$ cat src/design/khd_pkg.sv
// Shared types, constants and helpers for the k-mer histogram distance block.
// No dependencies; imported by every module of the block.
package khd_pkg;

  localparam int IN_BITS       = 16;   // width of the count ports
  localparam int COUNT_BITS    = 16;   // significant count bits
  localparam int ACC_BITS      = 28;   // accumulator width
  localparam int FRAC_BITS     = 17;   // Q0.16 result incl. the 1.0 code
  localparam int LOG_FRAC_BITS = 20;   // fraction bits of the log2 result
  localparam int LOG_INT_BITS  = 2;    // integer part of log2(1+10F) is 0..3
  localparam int LOG_BITS      = LOG_INT_BITS + LOG_FRAC_BITS;
  localparam int INV_BITS      = 23;
  localparam int PROD_BITS     = LOG_BITS + INV_BITS;
  localparam int QUEUE_DEPTH   = 2;
  localparam int QPTR_BITS     = (QUEUE_DEPTH > 1) ? $clog2(QUEUE_DEPTH) : 1;
  localparam int QCNT_BITS     = $clog2(QUEUE_DEPTH + 1);

  localparam int MASK_BITS = (COUNT_BITS < IN_BITS) ? COUNT_BITS : IN_BITS;
  localparam logic [IN_BITS-1:0] COUNT_MASK = IN_BITS'((33'd1 << MASK_BITS) - 33'd1);

  localparam logic [FRAC_BITS-1:0] ONE_Q16         = 17'd65536;
  localparam logic [INV_BITS-1:0]  INV_LOG2_11_Q24 = 23'd4849703;  // 1/log2(11)
  localparam logic [ACC_BITS-1:0]  ACC_MAX         = '1;

  // One finished histogram pair handed from the front to the back.
  typedef struct packed {
    logic [ACC_BITS-1:0] minima;
    logic [ACC_BITS-1:0] denom;
  } job_t;

  function automatic logic [ACC_BITS-1:0] sat_add(input logic [ACC_BITS-1:0] acc,
                                                  input logic [IN_BITS-1:0]  v);
    logic [ACC_BITS:0] s;
    s = {1'b0, acc} + (ACC_BITS+1)'(v);
    return s[ACC_BITS] ? ACC_MAX : s[ACC_BITS-1:0];
  endfunction

endpackage

$ cat src/design/khd_front.sv
// Front end: takes bin pairs, keeps the minima sum and both totals, and on
// the last bin emits one job (minima sum, chosen denominator). Uses khd_pkg.
module khd_front import khd_pkg::*; (
  input  logic               clk,
  input  logic               rst,
  input  logic               cfg_valid,
  input  logic [0:0]         cfg_data,
  input  logic               in_valid,
  input  logic               in_ready,
  input  logic [IN_BITS-1:0] count_first,
  input  logic [IN_BITS-1:0] count_second,
  input  logic               last_bin,
  output logic               push,
  output job_t               job
);

  logic                mode;
  logic [ACC_BITS-1:0] minima_sum, total_first, total_second;
  logic [ACC_BITS-1:0] minima_sum_next, total_first_next, total_second_next;
  logic [IN_BITS-1:0]  a, b, mn;
  logic                accept;

  always_comb begin
    a = count_first & COUNT_MASK;
    b = count_second & COUNT_MASK;
    mn = (a < b) ? a : b;
    minima_sum_next   = sat_add(minima_sum, mn);
    total_first_next  = sat_add(total_first, a);
    total_second_next = sat_add(total_second, b);
    job.minima = minima_sum_next;
    if (mode) begin
      job.denom = (total_first_next > total_second_next) ? total_first_next
                                                         : total_second_next;
    end else begin
      job.denom = (total_first_next < total_second_next) ? total_first_next
                                                         : total_second_next;
    end
  end

  assign accept = in_valid & in_ready;
  assign push   = accept & last_bin;

  always_ff @(posedge clk) begin
    if (rst) begin
      mode         <= 1'b0;
      minima_sum   <= '0;
      total_first  <= '0;
      total_second <= '0;
    end else begin
      if (cfg_valid) begin
        mode <= cfg_data[0];
      end
      if (accept) begin
        if (last_bin) begin
          minima_sum   <= '0;
          total_first  <= '0;
          total_second <= '0;
        end else begin
          minima_sum   <= minima_sum_next;
          total_first  <= total_first_next;
          total_second <= total_second_next;
        end
      end
    end
  end

endmodule

$ cat src/design/khd_queue.sv
// Short job queue between the accumulating front and the arithmetic back.
// Uses khd_pkg for job_t and the depth constants.
module khd_queue import khd_pkg::*; (
  input  logic clk,
  input  logic rst,
  input  logic push,
  input  job_t push_job,
  input  logic pop,
  output job_t head,
  output logic full,
  output logic empty
);

  job_t                 slots [QUEUE_DEPTH];
  logic [QPTR_BITS-1:0] wr_ptr, rd_ptr;
  logic [QCNT_BITS-1:0] count;

  assign full  = (count == QCNT_BITS'(QUEUE_DEPTH));
  assign empty = (count == '0);
  assign head  = slots[rd_ptr];

  function automatic logic [QPTR_BITS-1:0] ptr_inc(input logic [QPTR_BITS-1:0] p);
    return (p == QPTR_BITS'(QUEUE_DEPTH - 1)) ? '0 : p + 1'b1;
  endfunction

  always_ff @(posedge clk) begin
    if (push) begin
      slots[wr_ptr] <= push_job;
    end
  end

  always_ff @(posedge clk) begin
    if (rst) begin
      wr_ptr <= '0;
      rd_ptr <= '0;
      count  <= '0;
    end else begin
      if (push) wr_ptr <= ptr_inc(wr_ptr);
      if (pop)  rd_ptr <= ptr_inc(rd_ptr);
      if (push && !pop) begin
        count <= count + 1'b1;
      end else if (pop && !push) begin
        count <= count - 1'b1;
      end
    end
  end

  a_no_overflow: assert property (@(posedge clk) disable iff (rst) push |-> !full)
    else $error("job queue overflow");
  a_no_underflow: assert property (@(posedge clk) disable iff (rst) pop |-> !empty)
    else $error("job queue underflow");
  a_count_range: assert property (@(posedge clk) disable iff (rst)
    count <= QCNT_BITS'(QUEUE_DEPTH))
    else $error("job queue count out of range");

endmodule

$ cat src/design/khd_back.sv
// Back end: per nonempty job a bit-serial restoring divide, a normalize step,
// a squaring log2 loop, a constant scale and the output register. Uses khd_pkg.
module khd_back import khd_pkg::*; (
  input  logic                 clk,
  input  logic                 rst,
  input  job_t                 head,
  input  logic                 empty,
  output logic                 pop,
  output logic                 out_valid,
  input  logic                 out_ready,
  output logic [FRAC_BITS-1:0] distance,
  output logic [FRAC_BITS-1:0] shared_fraction,
  output logic                 empty_flag
);

  typedef enum logic [5:0] {
    S_IDLE  = 6'b000001,
    S_DIV   = 6'b000010,
    S_NORM  = 6'b000100,
    S_LOG   = 6'b001000,
    S_SCALE = 6'b010000,
    S_DONE  = 6'b100000
  } state_t;

  state_t                    state;
  logic [4:0]                cnt;
  logic [ACC_BITS-1:0]       den, rem;
  logic [FRAC_BITS-1:0]      num_lo;   // low numerator bits, fed MSB first
  logic [FRAC_BITS-1:0]      quo;
  logic                      is_empty;
  logic [1:0]                expo;
  logic [30:0]               mant;     // Q30, in [1, 2)
  logic [LOG_FRAC_BITS-1:0]  log_frac;
  logic [PROD_BITS-1:0]      prod;

  logic [ACC_BITS+FRAC_BITS-1:0] numer;
  logic [ACC_BITS:0]         rem_sh;
  logic                      fits;
  logic [FRAC_BITS-1:0]      frac_c;
  logic [19:0]               y;
  logic [1:0]                e_c;
  logic [33:0]               y_sh;
  logic [61:0]               sq;
  logic [31:0]               msq;
  logic [PROD_BITS:0]        rounded;
  logic [17:0]               t;
  logic [FRAC_BITS-1:0]      dist_c;
  logic                      load_out;

  always_comb begin
    // numerator = minima * 2^16 + denom / 2
    numer  = {1'b0, head.minima, 16'd0} + (ACC_BITS+FRAC_BITS)'(head.denom >> 1);
    rem_sh = {rem, num_lo[FRAC_BITS-1]};
    fits   = (rem_sh >= {1'b0, den});

    frac_c = (quo > ONE_Q16) ? ONE_Q16 : quo;
    y      = 20'd65536 + {frac_c, 3'd0} + {2'd0, frac_c, 1'b0};
    if (y[19]) begin
      e_c = 2'd3;
    end else if (y[18]) begin
      e_c = 2'd2;
    end else if (y[17]) begin
      e_c = 2'd1;
    end else begin
      e_c = 2'd0;
    end
    y_sh = {y, 14'd0} >> e_c;

    sq  = mant * mant;
    msq = sq[61:30];

    rounded = {1'b0, prod} + (PROD_BITS+1)'(28'd1 << 27);
    t       = rounded[PROD_BITS:28];
    dist_c  = (t > {1'b0, ONE_Q16}) ? '0 : FRAC_BITS'({1'b0, ONE_Q16} - t);
  end

  assign pop      = (state == S_IDLE) && !empty;
  assign load_out = (state == S_DONE) && (!out_valid || out_ready);

  always_ff @(posedge clk) begin
    if (rst) begin
      state     <= S_IDLE;
      out_valid <= 1'b0;
    end else begin
      if (load_out) begin
        out_valid <= 1'b1;
      end else if (out_ready) begin
        out_valid <= 1'b0;
      end
      unique case (state)
        S_IDLE:  if (!empty) state <= (head.denom == '0) ? S_DONE : S_DIV;
        S_DIV:   if (cnt == '0) state <= S_NORM;
        S_NORM:  state <= S_LOG;
        S_LOG:   if (cnt == '0) state <= S_SCALE;
        S_SCALE: state <= S_DONE;
        S_DONE:  if (load_out) state <= S_IDLE;
        default: state <= S_IDLE;
      endcase
    end
  end

  always_ff @(posedge clk) begin
    unique case (state)
      S_IDLE: begin
        den      <= head.denom;
        rem      <= numer[ACC_BITS+FRAC_BITS-1:FRAC_BITS];
        num_lo   <= numer[FRAC_BITS-1:0];
        quo      <= '0;
        is_empty <= (head.denom == '0);
        cnt      <= 5'(FRAC_BITS - 1);
      end
      S_DIV: begin
        rem    <= fits ? ACC_BITS'(rem_sh - {1'b0, den}) : rem_sh[ACC_BITS-1:0];
        quo    <= {quo[FRAC_BITS-2:0], fits};
        num_lo <= {num_lo[FRAC_BITS-2:0], 1'b0};
        cnt    <= cnt - 1'b1;
      end
      S_NORM: begin
        quo      <= frac_c;
        expo     <= e_c;
        mant     <= y_sh[30:0];
        log_frac <= '0;
        cnt      <= 5'(LOG_FRAC_BITS - 1);
      end
      S_LOG: begin
        // square; a result of 2 or more gives a one bit and halves back
        mant     <= msq[31] ? msq[31:1] : msq[30:0];
        log_frac <= {log_frac[LOG_FRAC_BITS-2:0], msq[31]};
        cnt      <= cnt - 1'b1;
      end
      S_SCALE: begin
        prod <= PROD_BITS'({expo, log_frac}) * PROD_BITS'(INV_LOG2_11_Q24);
      end
      S_DONE: begin
        if (load_out) begin
          distance        <= is_empty ? '0 : dist_c;
          shared_fraction <= is_empty ? '0 : quo;
          empty_flag      <= is_empty;
        end
      end
      default: begin
      end
    endcase
  end

  a_empty_result: assert property (@(posedge clk) disable iff (rst)
    (out_valid && empty_flag) |-> (distance == '0 && shared_fraction == '0))
    else $error("empty result carries nonzero fields");
  a_frac_range: assert property (@(posedge clk) disable iff (rst)
    out_valid |-> (shared_fraction <= ONE_Q16 && distance <= ONE_Q16))
    else $error("result above 1.0");
  a_div_rem: assert property (@(posedge clk) disable iff (rst)
    (state == S_DIV) |-> (den != '0 && rem < den))
    else $error("divider remainder out of range");
  a_norm_mant: assert property (@(posedge clk) disable iff (rst)
    (state == S_LOG) |-> mant[30])
    else $error("log mantissa not normalized");

endmodule

$ cat src/design/kmer_histogram_distance.sv
// Top level of the k-mer histogram distance block.
// Instantiates khd_front, khd_queue and khd_back; uses khd_pkg.
//
// Usage:
//   Input channel (in_valid/in_ready) takes one word per cycle: a pair of
//   bin counts and last_bin. Totals and the minima sum build up in the front;
//   the word with last_bin set closes the histogram pair and queues one job.
//   Output channel (out_valid/out_ready) gives one word per pair: distance
//   and shared_fraction in Q0.16 (65536 = 1.0) and empty_flag, set with both
//   values 0 when the chosen total is zero.
//   Configuration channel (cfg_valid/cfg_ready, always ready) writes
//   denominator_mode: 0 divides by the smaller total, 1 by the larger. Write
//   it only while no pair is in flight.
// Timing:
//   Bins stream at one per cycle while in_ready is high. Per pair the back unit
//   runs the pop cycle, the bit-serial divider, a normalize step, the squaring
//   log2 loop, a scale multiply and the output load; an empty pair goes from
//   the pop straight to the output load. Two jobs can queue; with pairs shorter
//   than one back pass in_ready drops until the back catches up. A stalled
//   output holds its word and backs up the same way.
// Reset: sums, mode, queue and output valid are cleared; no clearing pass.
module kmer_histogram_distance import khd_pkg::*; (
  input  logic                 clk,
  input  logic                 rst,
  input  logic                 cfg_valid,
  output logic                 cfg_ready,
  input  logic [0:0]           cfg_data,
  input  logic                 in_valid,
  output logic                 in_ready,
  input  logic [IN_BITS-1:0]   count_first,
  input  logic [IN_BITS-1:0]   count_second,
  input  logic                 last_bin,
  output logic                 out_valid,
  input  logic                 out_ready,
  output logic [FRAC_BITS-1:0] distance,
  output logic [FRAC_BITS-1:0] shared_fraction,
  output logic                 empty_flag
);

  logic push, pop, q_full, q_empty;
  job_t push_job, head;

  assign cfg_ready = 1'b1;
  assign in_ready  = !q_full;

  khd_front u_front (
    .clk          (clk),
    .rst          (rst),
    .cfg_valid    (cfg_valid),
    .cfg_data     (cfg_data),
    .in_valid     (in_valid),
    .in_ready     (in_ready),
    .count_first  (count_first),
    .count_second (count_second),
    .last_bin     (last_bin),
    .push         (push),
    .job          (push_job)
  );

  khd_queue u_queue (
    .clk      (clk),
    .rst      (rst),
    .push     (push),
    .push_job (push_job),
    .pop      (pop),
    .head     (head),
    .full     (q_full),
    .empty    (q_empty)
  );

  khd_back u_back (
    .clk             (clk),
    .rst             (rst),
    .head            (head),
    .empty           (q_empty),
    .pop             (pop),
    .out_valid       (out_valid),
    .out_ready       (out_ready),
    .distance        (distance),
    .shared_fraction (shared_fraction),
    .empty_flag      (empty_flag)
  );

endmodule

$ cat config.mk
export PLATFORM = sky130hd
export DESIGN_NAME = kmer_histogram_distance
export DESIGN_NICKNAME = d
export VERILOG_FILES = /design/src/design/khd_pkg.sv /design/src/design/khd_front.sv /design/src/design/khd_queue.sv /design/src/design/khd_back.sv /design/src/design/kmer_histogram_distance.sv
export SDC_FILE = /design/constraint.sdc
export NUM_CORES = 2
export LEC_CHECK = 0
export ABC_AREA = 1
export BUFFER_PORTS_ARGS = -buffer_cell sky130_fd_sc_hd__buf_2
export CORE_MARGIN = 2
export CORE_UTILIZATION = 55
export DETAILED_ROUTE_END_ITERATION = 10
export GPL_ROUTABILITY_DRIVEN = 0
export PLACE_DENSITY = 0.73
export SETUP_SLACK_MARGIN = 0.3
export SLEW_MARGIN = 20
export SYNTH_ARGS = -nofsm -noshare
export SYNTH_HDL_FRONTEND = slang
export SYNTH_SLANG_ARGS = --single-unit
$ cat constraint.sdc
create_clock -name clk -period 8.9 [get_ports clk]
set_input_delay 0.89 -clock clk [delete_from_list [all_inputs] [get_ports clk]]
set_output_delay 0.89 -clock clk [all_outputs]
set_load 0.01 [all_outputs]
==> metrics.cfg <==
[status]
status=completed

[setup_path]
path_class=reg -> reg
crit_arrival_ns=8.62
cp-end-kind=flip-flop
worstPathMaxFanout=20
reg2reg_depth=28
crit_required_ns=9.36
cp-start-kind=flip-flop
cp_slowest_stage_delay_ns=1.04
cp_slowest_cell=edfxtp_1
crit_path_frequent_cell=fa_1
reg2reg_slack_ns=0.74

[cts]
htreeDepth=2
cts_tree=done
clkLatencyLatePin_ns=0.64
cts_sinks=411
ctsHoldBuffers=0
cts_root_buffer=clkbuf_16
cts.clk_slew.worst_paths_ns=0.06
clk_path_buf_depth=3
cts_made_buffers=49

[min_path]
min_path_type=reg -> reg
hold_depth=1

[sta]
max_slew_margin=0.261
worst_pin_slew_ns=1.11
tns_ns=0
max_freq_ghz=0.123
rsz0062_at_grt=false
hold_viol_final=0
drv_slew=0
fin_skew_ns=0.0446
setup_viol=0
setup_ws_ns=0.739
fin_crit_sh=0.917
min_period_ns=8.16

[drt]
dr_total_vias=52350
drt-vias-per-instance=5.37
avgRoutedWirePerCell_um=17.3
remaining_drc_errors=0
drt_first_pass_iters=6
drt_iter0_markers=4753
antenna_left=0
drt-total-wl_um=169000

[global_routing]
grtUsageTotal=0.294
grt_antenna_before_repair=2
grt_overflow=0
grt_pass1_wl_um=276000
grt_max_degree=86
grt_pass1_vias=53128

[run]
cap_viol_max_count=0

[synth]
syn_area_um2=63200
synth_ff_type=edfxtp_1
ys.warnings.count=0
avgSynthCellArea_um2=7.72
synth_edf_count=314
syn-instance-count=8189
yosysSeqAreaShare=0.180
syn_nets=9733
ys_ff_latch=411
ys_types=54
async_flop_share=0

[placed_design]
io_buffers=75
pre_cts_ws_ns=0.842
hpwl_um=140000

[floorplanning]
rows=124
fp.dieW_um=343
initial_core_util=0.554
fp.dieArea_um2=118000
die_h_um=343
num_io_pins=77
coreArea_um2=114000

[cells_and_area]
drive_gt1_frac=0.0415
area_delta_synth_final_pct=6.07
layout_commonest_cell=nand2_1
final_cell_mix=nand2_1, inv_1, fa_1
layout.nets=9739
fill_cells=10254

-- flip-flops by register name, summed over array words and instances (netlist names), 2 cells and up, named ones only --
signal,flops
u_back.den,28
u_back.log_frac,20
u_back.prod,18
u_front.total_first,28
u_back.shared_fraction,17
u_queue.slots,112
u_back.mant,31
u_back.expo,2
u_back.distance,17
u_back.cnt,5
u_front.minima_sum,28
u_back.num_lo,17
u_back.quo,17
u_front.total_second,28
u_back.state,6
u_queue.count,2
u_back.rem,28
-- what timing repair did --
item / 4_1_cts / 5_1_grt
resized for setup: 0 / 0
setup endpoints to repair: 0 / 2
setup buffers: 0 / 2
-- critical path: cells and delay by family (launching register included) --
family          cells  cell delay (ns)
compound gates      1             0.09
simple gates       12             1.90
fa+ha+maj           9             4.27
flops               1             1.04
buf+inv             6             0.71
-- worst paths after layout --
path                   from        endpoint
max          u_back.mant[4]  u_back.mant[5]
min          u_queue.rd_ptr       flip-flop
max reg2reg  u_back.mant[4]  u_back.mant[5]
min reg2reg  u_queue.rd_ptr       flip-flop
-- Yosys cell counts (3+ instances only) --
cell type | n | area share
a31oi_1 | 13 | 0.0013
nor2_2 | 15 | 0.0015
nand2_1 | 2078 | 0.12
and3_1 | 9 | 0.00089
o21ai_1 | 15 | 0.0012
mux2_2 | 14 | 0.0025
a21o_1 | 35 | 0.0042
o21bai_1 | 28 | 0.0033
nand3b_1 | 19 | 0.0023
ha_1 | 684 | 0.14
nor3_1 | 55 | 0.0044
nand4_1 | 67 | 0.0066
nor2_4 | 5 | 0.00089
edfxtp_1 | 314 | 0.15
xnor2_1 | 60 | 0.0083
a21oi_1 | 364 | 0.029
xor2_1 | 84 | 0.012
o211ai_1 | 31 | 0.0037
a21boi_0 | 4 | 0.00047
nand3_2 | 3 | 0.00047
and2_1 | 4 | 0.00040
mux2i_1 | 7 | 0.0011
clkbuf_1 | 132 | 0.0078
fa_1 | 821 | 0.26
o21ai_0 | 199 | 0.016
buf_4 | 10 | 0.0012
nor4_1 | 27 | 0.0027
inv_1 | 2051 | 0.12
nor3_2 | 5 | 0.00079
buf_1 | 26 | 0.0015
buf_6 | 6 | 0.0011
nor2_1 | 471 | 0.028
o21a_1 | 7 | 0.00083
o31ai_1 | 3 | 0.00036
or2_2 | 21 | 0.0021
inv_2 | 7 | 0.00042
dfxtp_1 | 97 | 0.031
nand2_2 | 18 | 0.0018
buf_2 | 20 | 0.0016
nand3_1 | 335 | 0.027
o22ai_1 | 6 | 0.00059
-- metal layers --
layer	vias to the layer above	GRT usage	wire, um
met5	-	0	0
met2	2091	0.484	77800
met1	24943	0.385	68200
met3	404	0.0462	14000
li1	24912	-	-
met4	0	0.127	8700
-- kinds of logic (layout without fill, tap and decap cells) --
group / after synthesis / count (layout) / synth area share
buffers and inverters: 2254 / 2301 / 0.136
muxes: 21 / 21 / 0.00360
adders and majority gates: 1505 / 1505 / 0.395
xor gates and xnor gates: 146 / 146 / 0.0205
and+or+nand+nor: 3139 / 3139 / 0.204
other: 1 / 2 / 0.0000593
AOI/OAI and AO/OA: 712 / 712 / 0.0615
DFF: 411 / 411 / 0.180
-- layout make-up --
cell class | instances | area (um^2) | share of cell area
clock inverter | 36 | 469 | 0.00700
multi-input combinational | 5524 | 43400 | 0.646
timing repair buffer | 149 | 996 | 0.0148
tap | 1512 | 1890 | 0.0282
sequential | 411 | 11400 | 0.170
inverter | 2060 | 7730 | 0.115
clock buffer | 56 | 1250 | 0.0187
antenna | 1 | 2.50 | 0.0000373
-- stage by stage --
step	instances	hold slack (ns)	instance area [um^2]	util
5_1_grt	9748	0.469	67100	0.587
6_report	9749	0.454	67100	0.587
4_1_cts	9745	0.453	67000	0.587
3_5_place_dp	9653	0.444	65300	0.572
3_3_place_gp	9650	0.437	65200	0.571
2_1_floorplan	8189	0.424	63200	-
Power is left out: the tool's default activity adds up to more than one toggle a clock period on the data nets, which glitch-free logic cannot reach.
